$ cat src/rtl/pkgst_pkg.sv
// Package for the per-key gap severity tracker.
// Holds widths, register indexes, reset values, codes and the shared types.
// No dependencies.
`default_nettype none

package pkgst_pkg;

    localparam int KEY_COUNT = 256;
    localparam int KEY_AW    = (KEY_COUNT > 1) ? $clog2(KEY_COUNT) : 1;

    localparam int KEY_W    = 8;
    localparam int TIME_W   = 64;
    localparam int THR_W    = 32;
    localparam int STREAK_W = 8;
    localparam int SEV_W    = 2;
    localparam int EVT_W    = 3;

    // Stream packing.
    localparam int IN_USED_W   = KEY_W + 2 * TIME_W;
    localparam int IN_TDATA_W  = ((IN_USED_W + 7) / 8) * 8;
    localparam int IN_TUSER_W  = 1;
    localparam int OUT_USED_W  = 2 * SEV_W + TIME_W;
    localparam int OUT_TDATA_W = ((OUT_USED_W + 7) / 8) * 8;
    localparam int OUT_TUSER_W = EVT_W;

    // Configuration port.
    localparam int CFG_IDX_W = 3;
    localparam int CFG_DAT_W = THR_W;
    localparam logic [CFG_IDX_W-1:0] CFG_WARN     = 3'd0;
    localparam logic [CFG_IDX_W-1:0] CFG_ALERT    = 3'd1;
    localparam logic [CFG_IDX_W-1:0] CFG_CRITICAL = 3'd2;
    localparam logic [CFG_IDX_W-1:0] CFG_COOLDOWN = 3'd3;
    localparam logic [CFG_IDX_W-1:0] CFG_STREAK   = 3'd4;

    localparam logic [THR_W-1:0]    WARN_RST     = 32'd100;
    localparam logic [THR_W-1:0]    ALERT_RST    = 32'd500;
    localparam logic [THR_W-1:0]    CRITICAL_RST = 32'd2000;
    localparam logic [THR_W-1:0]    COOLDOWN_RST = 32'd5000;
    localparam logic [STREAK_W-1:0] STREAK_RST   = 8'd3;

    localparam logic [STREAK_W-1:0] STREAK_MAX = '1;

    localparam logic [SEV_W-1:0] SEV_NONE     = 2'd0;
    localparam logic [SEV_W-1:0] SEV_WARN     = 2'd1;
    localparam logic [SEV_W-1:0] SEV_ALERT    = 2'd2;
    localparam logic [SEV_W-1:0] SEV_CRITICAL = 2'd3;

    typedef enum logic [EVT_W-1:0] {
        EV_IGNORED    = 3'd0,
        EV_UNCHANGED  = 3'd1,
        EV_RECOVERED  = 3'd2,
        EV_ESCALATED  = 3'd3,
        EV_DOWNGRADED = 3'd4
    } t_event;

    typedef struct packed {
        logic [THR_W-1:0]    warn;
        logic [THR_W-1:0]    alert;
        logic [THR_W-1:0]    critical;
        logic [THR_W-1:0]    cooldown;
        logic [STREAK_W-1:0] streak_needed;
    } t_cfg;

    // One stored entry per key.
    typedef struct packed {
        logic [TIME_W-1:0]   last_change;
        logic [STREAK_W-1:0] streak;
        logic [SEV_W-1:0]    severity;
    } t_entry;

    localparam int ENTRY_W = $bits(t_entry);

    // Item as it sits in the update stage.
    typedef struct packed {
        logic              ignore;
        logic              in_range;
        logic [TIME_W-1:0] gap;
        logic [TIME_W-1:0] now;
    } t_item;

    typedef struct packed {
        t_event            event_kind;
        logic [SEV_W-1:0]  held;
        logic [SEV_W-1:0]  seen;
        logic [TIME_W-1:0] gap;
    } t_result;

endpackage

`default_nettype wire

$ cat src/rtl/pkgst_update.sv
// Severity update for one item: classifies the gap and works out the new entry.
// Depends on pkgst_pkg.
`default_nettype none

module pkgst_update
    import pkgst_pkg::*;
(
    input  wire t_cfg    i_cfg,
    input  wire t_item   i_item,
    input  wire t_entry  i_cur,
    output t_entry       o_next,
    output logic         o_wr,
    output t_result      o_res
);

    logic [TIME_W-1:0]   elapsed;
    logic                cooled;
    logic [SEV_W-1:0]    seen;
    logic [SEV_W-1:0]    held;
    logic [STREAK_W-1:0] streak_inc;

    always_comb begin
        elapsed = i_item.now - i_cur.last_change;
        cooled  = elapsed >= TIME_W'(i_cfg.cooldown);

        // Critical is tested first, whatever order the thresholds are in.
        if (i_item.gap >= TIME_W'(i_cfg.critical)) begin
            seen = SEV_CRITICAL;
        end else if (i_item.gap >= TIME_W'(i_cfg.alert)) begin
            seen = SEV_ALERT;
        end else if (i_item.gap >= TIME_W'(i_cfg.warn)) begin
            seen = SEV_WARN;
        end else begin
            seen = SEV_NONE;
        end

        streak_inc = (i_cur.streak == STREAK_MAX) ? i_cur.streak
                                                  : i_cur.streak + STREAK_W'(1);

        held             = i_cur.severity;
        o_next           = i_cur;
        o_wr             = 1'b0;
        o_res.event_kind = EV_UNCHANGED;
        o_res.seen       = seen;
        o_res.gap        = i_item.gap;

        if (i_item.ignore) begin
            o_res.event_kind = EV_IGNORED;
            o_res.seen       = SEV_NONE;
            o_res.gap        = '0;
            if (!i_item.in_range) begin
                held = SEV_NONE;
            end
        end else begin
            o_wr = 1'b1;
            if (seen == SEV_NONE) begin
                // Recovery is immediate and leaves the change time alone.
                if (held != SEV_NONE) begin
                    held             = SEV_NONE;
                    o_res.event_kind = EV_RECOVERED;
                end
                o_next.streak = '0;
            end else if (seen > held) begin
                if (cooled) begin
                    held               = seen;
                    o_next.last_change = i_item.now;
                    o_res.event_kind   = EV_ESCALATED;
                end
                o_next.streak = '0;
            end else begin
                o_next.streak = streak_inc;
                if (seen < held && streak_inc >= i_cfg.streak_needed && cooled) begin
                    held               = seen;
                    o_next.last_change = i_item.now;
                    o_next.streak      = '0;
                    o_res.event_kind   = EV_DOWNGRADED;
                end
            end
        end

        o_next.severity = held;
        o_res.held      = held;
    end

endmodule

`default_nettype wire

$ cat config.mk
export PLATFORM = sky130hd
export DESIGN_NAME = pkgst_update
export DESIGN_NICKNAME = d
export VERILOG_FILES = /design/src/rtl/pkgst_pkg.sv /design/src/rtl/pkgst_update.sv
export SDC_FILE = /design/constraint.sdc
export NUM_CORES = 1
export LEC_CHECK = 0
export BUFFER_PORTS_ARGS = -buffer_cell sky130_fd_sc_hd__buf_2
export CORE_ASPECT_RATIO = 0.5
export CORE_UTILIZATION = 30
export DETAILED_ROUTE_END_ITERATION = 8
export PLACE_DENSITY = 0.59
export SYNTH_ARGS = -nofsm -noshare
export SYNTH_HDL_FRONTEND = slang
export SYNTH_SLANG_ARGS = --single-unit
$ cat constraint.sdc
create_clock -name vclk -period 10.8
set_clock_uncertainty 0.2 [all_clocks]
set_input_delay 2.16 -clock vclk [all_inputs]
set_output_delay 2.16 -clock vclk [all_outputs]
set_load 0.02 [all_outputs]
==> impl_results.md <==
* Outcome: finished with violations
* Failing checks: design-rule violations
* Pwr/cell area at 55.9 nW/um2
* Detailed Route Iter0 Violations at 812
* Core area at 33000 um2
* Final min period at between 10000 and 15000 ps
* Die area at 34400 um2
* First-pass GRT wire length at between 60 and 70 mm
* FF+latch area at 0 um2
* Global route overflow at 0
* Routed len/inst at about 18 um
* Clock buffers at 0
* Max frequency at 0.0973 GHz
* Antenna Violating Nets Remaining at 0
* Vias per cell at 5.16
* Area Growth Syn to Fin at 26.9%
* Met1 Use GR at 30.0%
* Slew headroom at 45.0%
* Final Hold Fails at 0
* Max-slew violation count at 0
* Most common cell in the netlist: inv_1
* RePlAce Congestion at 0.944
* Gate Count Post-Synth at 1448
* Leading cell types by count after synthesis: inv_1 (216), ha_1 (202), a21oi_1 (140)
* CP max FO at 24
* Drt total wl at 41.0 mm
* CTS Hold Bufs at 0
* Top Usage Layer GRT: met2
* Post-CTS resize count at 0
* Post-DP Area at 12800 um2
* Rows at 47
* Antenna violations before repair at 7
* Vias at 12000
* Worst Path Arrival at between 7000 and 8000 ps
* I/O pin count at ~500
* GRT met3 Usage at 2.08%
* Synth Cell Area at 10100 um2
* LEAKAGE at 7.14 nW
* Max cap viols at 0
* Starting density of the core at a little under a third
* IO buf count at 486
* Critical path class: in -> out
* Unrepaired setup endpoints after global routing: false
* Initial DRT Pass Iterations at 9
* Vias in the first global route at approximately 12000
* Detail Placement HPWL at 36.7 mm
* Overall die height at 132 um
* Layout cells sized above 1 at 31.5%
* CP required at 8440 ps
* Avg Inst Size Synth at 6.97 um2
* Largest net degree at the start of global routing at 81
* Synthesized Nets at 1991
* Fillers at 3642
* Seq cells at 0
* Residual DRC at 14
* Total track usage at 22.6%
* Worst vdd ir at a little over 0.00002 V
* Multi-input logic area at 8920 um2
* Element type at the critical path start: input pin
* Fin area at 12800 um2
* Fin nets at between 2000 and 2500
* Chip width at about 260 um
* Worst-margin pin slew at around 830 ps
* Largest area contributor in the netlist: ha_1
* Yosys top cell area share at between 20% and 30%
* Critical path endpoint category: output pin
* Ys Warns at 0
* Final Setup Violations at 0
* GR Util met2 at 38.2%
* Setup TNS at 0 ps
* Synth area leaders: ha_1 (25%), mux2_4 (8.9%), inv_1 (8.0%), a21oi_1 (6.9%), nor2b_1 (4.7%)
* Worst hold path class: in -> out
* Post-synthesis sequential area ratio at 0%
* Setup Fix Bufs, Post-CTS at 0
* Post-route clock period utilization at 95.2%
* Yosys cell types at 85
-- per-stage QoR --
step | hold slack, ps | util [%] | power [mW] | setup slack, ps | std cells
final | 4430 | 38.7 | 0.716 | 521 | 2335
after global routing | 4440 | 38.7 | 0.787 | 169 | 2334
after CTS | 4430 | 38.7 | 0.711 | 583 | 2329
after detailed placement | 4430 | 38.7 | 0.706 | 609 | 2329
after global placement | 4420 | 38.7 | 0.706 | 738 | 2329
after floorplan | 4270 | - | 0.478 | 1770 | 1448
-- power breakdown --
| part | switching [mW] | internal, mW | total (mW) |
|---|---|---|---|
| registers | 0 | 0 | 0 |
| logic | 0.422 | 0.294 | 0.716 |
| clock network | 0 | 0.0000000745 | 0.0000000745 |
| total | 0.422 | 0.294 | 0.716 |
-- critical path, cell delays in order --
cell and delay (ps):
buf_2 90, inv_1 60, ha_1 160, inv_1 50
fa_1 390, nand3_1 190, a21oi_1 130, o2111ai_1 360
nand3_1 170, and2_1 220, a21oi_1 160, xnor2_1 140
ha_1 250, a21o_1 180, a21oi_1 180, o21ai_0 120
nor4_1 380, nand3_1 110, nor4_1 290, nand4_1 200
nor4_4 290, nand3_2 210, o21ai_4 150, or2_4 430
buf_12 280, mux2_1 350, buf_2 160
-- cells in the final DEF (no fill, tap or decap), drive strengths merged, types with 14 or more instances in the layout --
master  synthesis  final
nor4           18     18
nand2         114    114
xor2           24     24
nand3          34     34
buf            37    491
o21ai         101    101
o211ai         14     14
inv           217    217
mux2           67     67
nor3           27     27
nand4          48     48
nor2b          75     75
o21a           15     15
ha            202    202
a21oi         150    150
nor2           89     89
a21o           45     45
xnor2          21     21
-- layer usage --
| layer | part of all wire (%) | vias up |
|---|---|---|
| li1 | - | 6045 |
| met1 | 45 | 5557 |
| met2 | 46 | 373 |
| met3 | 5.3 | 68 |
| met4 | 3.5 | 2 |
| met5 | 0.027 | - |
-- logic make-up after synthesis --
logic type / Yosys count / share of synthesized area, %
AO/OA/AOI/OAI: 407 / 25.7
buffers and inverters: 268 / 11.5
adder cells (fa/ha/maj): 203 / 25.3
XOR/XNOR: 45 / 3.91
AND/OR/NAND/NOR: 450 / 23.1
multiplexers: 75 / 10.5
-- path summary, 6_finish.rpt --
check	slack, ps	startpoint	endpoint	cells past startpoint
worst max-delay path	520	i_item[0]	o_next[73]	27
worst min-delay path	4430	i_item[129]	o_wr	3
-- layout make-up --
cell class | instances | area share (%)
tap | 441 | 4.31
inverter | 217 | 6.36
antenna | 6 | 0.117
multi-input combinational | 1180 | 69.7
timing repair buffer | 491 | 19.5
Power figures use the tool's default switching activity.
