===== src/rtl/pkgst_ram.sv =====
// Generic single-write, single-read synchronous RAM with a registered read port.
// Read-during-write to the same address returns the old contents. No dependencies.
`default_nettype none

module pkgst_ram #(
    parameter  int WIDTH = 8,
    parameter  int DEPTH = 16,
    localparam int AW    = (DEPTH > 1) ? $clog2(DEPTH) : 1
) (
    input  wire logic             i_clk,
    input  wire logic             i_we,
    input  wire logic [AW-1:0]    i_waddr,
    input  wire logic [WIDTH-1:0] i_wdata,
    input  wire logic             i_re,
    input  wire logic [AW-1:0]    i_raddr,
    output logic      [WIDTH-1:0] o_rdata
);

    logic [WIDTH-1:0] r_mem [DEPTH];

    always_ff @(posedge i_clk) begin
        if (i_we) begin
            r_mem[i_waddr] <= i_wdata;
        end
        if (i_re) begin
            o_rdata <= r_mem[i_raddr];
        end
    end

endmodule

`default_nettype wire


===== config.mk =====
export PLATFORM = sky130hd
export DESIGN_NAME = pkgst_ram
export DESIGN_NICKNAME = d
export VERILOG_FILES = /design/src/rtl/pkgst_ram.sv
export SDC_FILE = /design/constraint.sdc
export NUM_CORES = 1
export LEC_CHECK = 0
export BUFFER_PORTS_ARGS = -buffer_cell sky130_fd_sc_hd__buf_2
export CORE_MARGIN = 5
export CORE_UTILIZATION = 42
export DETAILED_ROUTE_END_ITERATION = 12
export RECOVER_POWER = 50
export SYNTH_ARGS = -nofsm -noshare
export SYNTH_HDL_FRONTEND = slang
export SYNTH_SLANG_ARGS = --single-unit

===== constraint.sdc =====
create_clock -name i_clk -period 2.47 [get_ports i_clk]
set_clock_uncertainty 0.15 [all_clocks]
set_input_delay 0.247 -clock i_clk [delete_from_list [all_inputs] [get_ports i_clk]]
set_output_delay 0.247 -clock i_clk [all_outputs]
set_load 0.01 [all_outputs]

==> summary.json, run 1 <==
{
  "timing.final.crit_period_ns": 1.62,
  "sequentialPowerShare_pct": 50.2,
  "powerDensity_mw_per_mm2": 840,
  "cts_hold_buffers": 0,
  "cts.repair.resized": 0,
  "syn_area_per_cell_um2": 22.8,
  "initial_utilization_pct": 43.2,
  "remaining_drc_errors": 0,
  "syn_area_mm2": 0.00523,
  "drt_iter0_drc": 215,
  "total_number_of_clock_tree_sinks": 136,
  "synthesis.nets": 248,
  "routed_wl_um": 10000,
  "fin_setup_tns_ns": 0,
  "clkSlewWorstSetupHoldPaths_ns": 0.06,
  "final_antenna_net_count": 0,
  "cts_buffers": 17,
  "run_status": "complete, no violations",
  "final_core_util_pct": 51.3,
  "worst_setup_path_start_kind": "flip-flop",
  "placedCellCount": 434,
  "ys_types": 18,
  "leakage_nw": 2.07,
  "first_global_vias": 2501,
  "maxCapViolCount": 0,
  "grt_start_max_net_pins": 33,
  "floorplan.die.width_um": 122,
  "rsz0062_at_grt": "false",
  "floorplan.die.height_um": 122,
  "core_area_mm2": 0.0121,
  "post-route-period-util_pct": 65.5,
  "post_drt_wl_per_cell_um": 21.6,
  "synthesis.yosys.warnings": 0,
  "postCtsSetupBuffers": 0,
  "fmax_mhz": 618,
  "sum_of_overflow_across_all_layers_after_global_routing": 0,
  "die_area_mm2": 0.0148,
  "grt.total_usage_pct": 15.0,
  "num_vias": 2422,
  "antenna_found_initial": 0,
  "clk_root_buffer_cell": "clkbuf_16",
  "pwr-share-clk_pct": 45.3,
  "nFillCells": 1001,
  "insertion_delay_ns": 0.41,
  "crit_path_cell_trace": "mux4_1 > a22oi_1 > nand2_1",
  "ctsHtreeMaxLevel": 4,
  "commonest_cells_after_routing_fill_and_taps_aside": "edfxtp_1 (136), mux4_2 (18), buf_4 (18)",
  "detailedRoute.firstPassIterationCount": 4,
  "global_route_wire_length_before_repair_um": 15400,
  "fin_total_pwr_mw": 5.21,
  "ws_path_type": "reg2reg",
  "io-pin-count": 27,
  "synth-seq-cells": 136,
  "post_synth_inst_count": 229,
  "endpoint_kind": "flip-flop",
  "finalWeightedCongestion": 0.711,
  "tightest_slew_ns": 0.664,
  "worst_path_largest_cell_delay_ns": 0.51,
  "fin_cells": 465,
  "antenna_cells_inserted": 0,
  "placement_rows": 40,
  "share_of_final_layout_standard_cells_stronger_than_drive_strength_1_pct": 28.6,
  "report.final.slew_viol_count": 0,
  "num-nets-final": 304,
  "io_buffers": 26,
  "area.growth.synth_to_final_pct": 18.8,
  "min-delay-path-class": "in2reg",
  "switchingPower_mw": 1.04,
  "final_common_cell": "edfxtp_1",
  "setup_viol": 0,
  "tritoncts": "built",
  "critical_path_required_ns": 2.48,
  "ir_drop_v": 0.000424,
  "place_hpwl_um": 6140,
  "internal_power_mw": 4.17,
  "via_per_inst": 5.21,
  "power_frac_comb_pct": 4.6,
  "regToRegSetupSlack_ns": 0.85,
  "critical-path-slowest-cell": "mux4_1",
  "power.switching_fraction_pct": 19.9,
  "cp_data_arrival_time_ns": 1.62,
  "register_area_mm2": 0.00408,
  "hold_vio_cnt_final": 0,
  "max-clock-path-buffers": 2,
  "multi_input_area_mm2": 0.00106,
  "worst_path_max_fanout": 1,
  "slew-limit-headroom_pct": 55.8,
  "seq_area_frac_synth_pct": 78.1
}
critical path: cells and delay by family (launching register included):
| family | cells | cell delay (ns) |
|---|---|---|
| flip-flops | 1 | 0.37 |
| multiplexers | 1 | 0.51 |
| AND/OR/NAND/NOR | 1 | 0.08 |
| AO/OA/AOI/OAI | 1 | 0.25 |
logic make-up (layout without fill, tap and decap cells):
group,Yosys count,count (layout),share of synthesized area (%)
DFF,136,136,78.1
and+or+nand+nor,35,35,3.14
muxes,32,32,14.8
AOI/OAI and AO/OA,16,16,2.30
buffers and inverters,10,78,1.65
registers in the layout, summed over array words and instances (netlist names):
name / cells
o_rdata: 8
r_mem: 128
worst paths after layout:
check | to | from | cells after the start
worst max-delay path | o_rdata[0] | r_mem[1][0] | 3
worst min-delay path | r_mem[11][2] | i_wdata[2] | 1
worst max register to register | o_rdata[0] | r_mem[1][0] | 3
worst min register to register | o_rdata[6] | r_mem[6][6] | 3
routing by layer:
metal / vias to the layer above / GRT usage [%] / wire length (um)
met1: 1254 / 20.0 / 4480
met4: 0 / 4.41 / 141
li1: 1094 / - / -
met2: 60 / 23.0 / 4930
met5: - / 0 / 0
met3: 14 / 5.71 / 475
Yosys cell counts, drive strengths merged:
cell           instances  area [um2]
edfxtp               136        4080
mux4                  32         773
a22oi                 16         120
nor2                  13        48.8
nand2                  9        33.8
buf                    7        56.3
nor3                   4        20.0
clkdlybuf4s25          3        30.0
nand2b                 2        12.5
nand3b                 2        15.0
and2                   1        6.26
and2b                  1        7.51
nand3                  1        5.00
nor2b                  1        6.26
or3b                   1        8.76
power groups by stage:
stage / sequential, mW / combinational (mW) / clock, mW
after CTS: 2.62 / 0.246 / 2.40
after global placement: 2.66 / 0.242 / 0
after detailed placement: 2.66 / 0.246 / 0
final: 2.62 / 0.238 / 2.36
after floorplan: 2.66 / 0.131 / 0
after global routing: 2.62 / 0.262 / 2.53
per-stage QoR:
stage               setup WS, ns  area, um2  hold WS (ns)
global placement           0.444       5660         0.482
floorplan                  0.580       5230         0.196
detailed placement         0.465       5660         0.491
finish                     0.853       6210         0.196
CTS                        0.831       6220        0.0520
global route               0.768       6210         0.219
area by class of cell:
type	instances	share of cell area, %
clock buffer	18	6.91
clock inverter	13	2.12
multi-input combinational	83	17.0
sequential	136	65.8
tap	168	3.39
timing repair buffer	47	4.78
(Power assumes the default switching activity.)
==> run 2, diff against run 1 <==
==> constraint.sdc (replaced) <==
create_clock -name i_clk -period 1.3 [get_ports i_clk]
set_clock_uncertainty 0.15 [all_clocks]
set_input_delay 0.13 -clock i_clk [delete_from_list [all_inputs] [get_ports i_clk]]
set_output_delay 0.13 -clock i_clk [all_outputs]
set_load 0.01 [all_outputs]
==> summary.json, run 2 (synthesis gave the netlist of run 1 again) <==
{
  "max-clock-path-buffers": 2,
  "final_antenna_net_count": 0,
  "failed_checks": "negative setup slack",
  "via_per_inst": 5.12,
  "core_area_mm2": 0.0121,
  "cp_data_arrival_time_ns": 1.58,
  "area.growth.synth_to_final_pct": 25.6,
  "io_buffers": 26,
  "nFillCells": 956,
  "critical_path_required_ns": 1.30,
  "grt_start_max_net_pins": 19,
  "routed_wl_um": 10300,
  "cp.buffers_inverters": 0,
  "antenna_cells_inserted": 0,
  "fmax_mhz": 634,
  "fin_setup_tns_ns": -1.92,
  "tightest_slew_ns": 0.836,
  "global_route_wire_length_before_repair_um": 15900,
  "insertion_delay_ns": 0.40,
  "timing.final.crit_period_ns": 1.58,
  "cp_num_cells": 3,
  "tritoncts": "built",
  "placedCellCount": 445,
  "multi_input_area_mm2": 0.00110,
  "postCtsSetupBuffers": 0,
  "powerDensity_mw_per_mm2": 1600,
  "worst_path_max_fanout": 1,
  "min-delay-path-class": "in2reg",
  "finalInstanceArea_mm2": 0.00657,
  "rsz0062_at_grt": "true",
  "ctsHtreeMaxLevel": 4,
  "num_vias": 2484,
  "cts_buffers": 17,
  "antenna_found_initial": 0,
  "post-route-worst-setup-slack_ns": -0.277,
  "first_global_vias": 2720,
  "register_area_mm2": 0.00408,
  "crit_path_cell_trace": "mux4_2 > a22oi_2 > nand2_1",
  "fin_cells": 485,
  "r2r_cells": 3,
  "leakage_nw": 2.19,
  "post-route-period-util_pct": 121,
  "remaining_drc_errors": 0,
  "final_common_cell": "edfxtp_1",
  "largest_reg_flops": 128,
  "placement_rows": 40,
  "commonest_cells_after_routing_fill_and_taps_aside": "edfxtp_1 (136), mux4_2 (32), clkbuf_16 (17), buf_2 (17), buf_4 (17)",
  "die_area_mm2": 0.0148,
  "finalWeightedCongestion": 0.699,
  "num-nets-final": 323,
  "min_delay_path_depth": 4,
  "critical-path-slowest-cell": "mux4_2",
  "share_of_final_layout_standard_cells_stronger_than_drive_strength_1_pct": 40.4,
  "floorplan.die.height_um": 122,
  "slew-limit-headroom_pct": 44.3,
  "place_hpwl_um": 6660,
  "setup_viol": 8,
  "initial_utilization_pct": 43.2,
  "ws_path_type": "reg2reg",
  "clkSlewWorstSetupHoldPaths_ns": 0.05,
  "post_drt_wl_per_cell_um": 21.2,
  "sum_of_overflow_across_all_layers_after_global_routing": 0,
  "hold_vio_cnt_final": 0,
  "clk_root_buffer_cell": "clkbuf_16",
  "detailedRoute.firstPassIterationCount": 5,
  "final_core_util_pct": 54.2,
  "floorplan.die.width_um": 122,
  "reg_top3": "r_mem x128, o_rdata x8",
  "maxCapViolCount": 0,
  "grt.total_usage_pct": 15.3,
  "total_number_of_clock_tree_sinks": 136,
  "ir_drop_v": 0.00104,
  "drt_iter0_drc": 258,
  "critical_path.top_delay_family": "multiplexers",
  "post-place-ws_ns": -0.627,
  "worst_setup_path_start_kind": "flip-flop",
  "io-pin-count": 27,
  "endpoint_kind": "flip-flop",
  "run_status": "complete, but fails checks",
  "worst_path_largest_cell_delay_ns": 0.51,
  "report.final.slew_viol_count": 0,
  "detailed_place.area_mm2": 0.00585,
  "largest_register": "r_mem"
}
run 2: cell types whose count changed in the layout (fill, tap and decap cells not counted), moves of 9 or more:
cell | previous run | this run
mux4_1 | 14 | 0
mux4_2 | 18 | 32
clkbuf_2 | 0 | 10
a22oi_1 | 16 | 7
a22oi_2 | 0 | 9
run 2: per-layer routing:
layer / GRT usage, % / routed length [um]
met4: 5.95 / 148
met2: 24.8 / 5210
met5: 0 / 0
met1: 19.7 / 4310
met3: 4.50 / 614
run 2: layout make-up:
class | count | area share, %
sequential | 136 | 62.2
multi-input combinational | 83 | 16.7
timing repair buffer | 66 | 8.50
clock buffer | 21 | 6.71
tap | 168 | 3.20
clock inverter | 11 | 2.71
run 2: tightest hold or removal path: stages:
cell	delay, ns
buf_2	0.09
or3b_4	0.15
nor3_4	0.05
buf_12	0.14
run 2: final timing paths:
check                endpoint    startpoint  slack [ns]
setup / recovery   o_rdata[7]  r_mem[14][7]       -0.28
hold / removal    r_mem[0][4]    i_waddr[3]        0.18
setup reg to reg   o_rdata[7]  r_mem[14][7]       -0.28
hold reg to reg    o_rdata[5]  r_mem[11][5]        0.63
run 2: timing repair:
action,in CTS,in global routing
endpoints found under the setup margin,8,8
endpoints found under the hold margin,120,0
hold buffers,8,0
pin swaps,2,0
resized for setup,9,1
run 2: power by group:
group | internal, mW | total (mW) | switching, mW
Combinational | 0.266 | 0.577 | 0.311
Clock | 3.37 | 4.99 | 1.61
Sequential | 4.94 | 4.97 | 0.0228
Total | 8.58 | 10.5 | 1.95
run 2: per-stage QoR:
step | hold slack (ns) | power (mW)
after floorplan | 0.0789 | 5.34
after global placement | 0.356 | 5.60
after detailed placement | 0.363 | 5.61
after CTS | 0.00493 | 10.6
after global routing | 0.166 | 10.9
final | 0.180 | 10.5
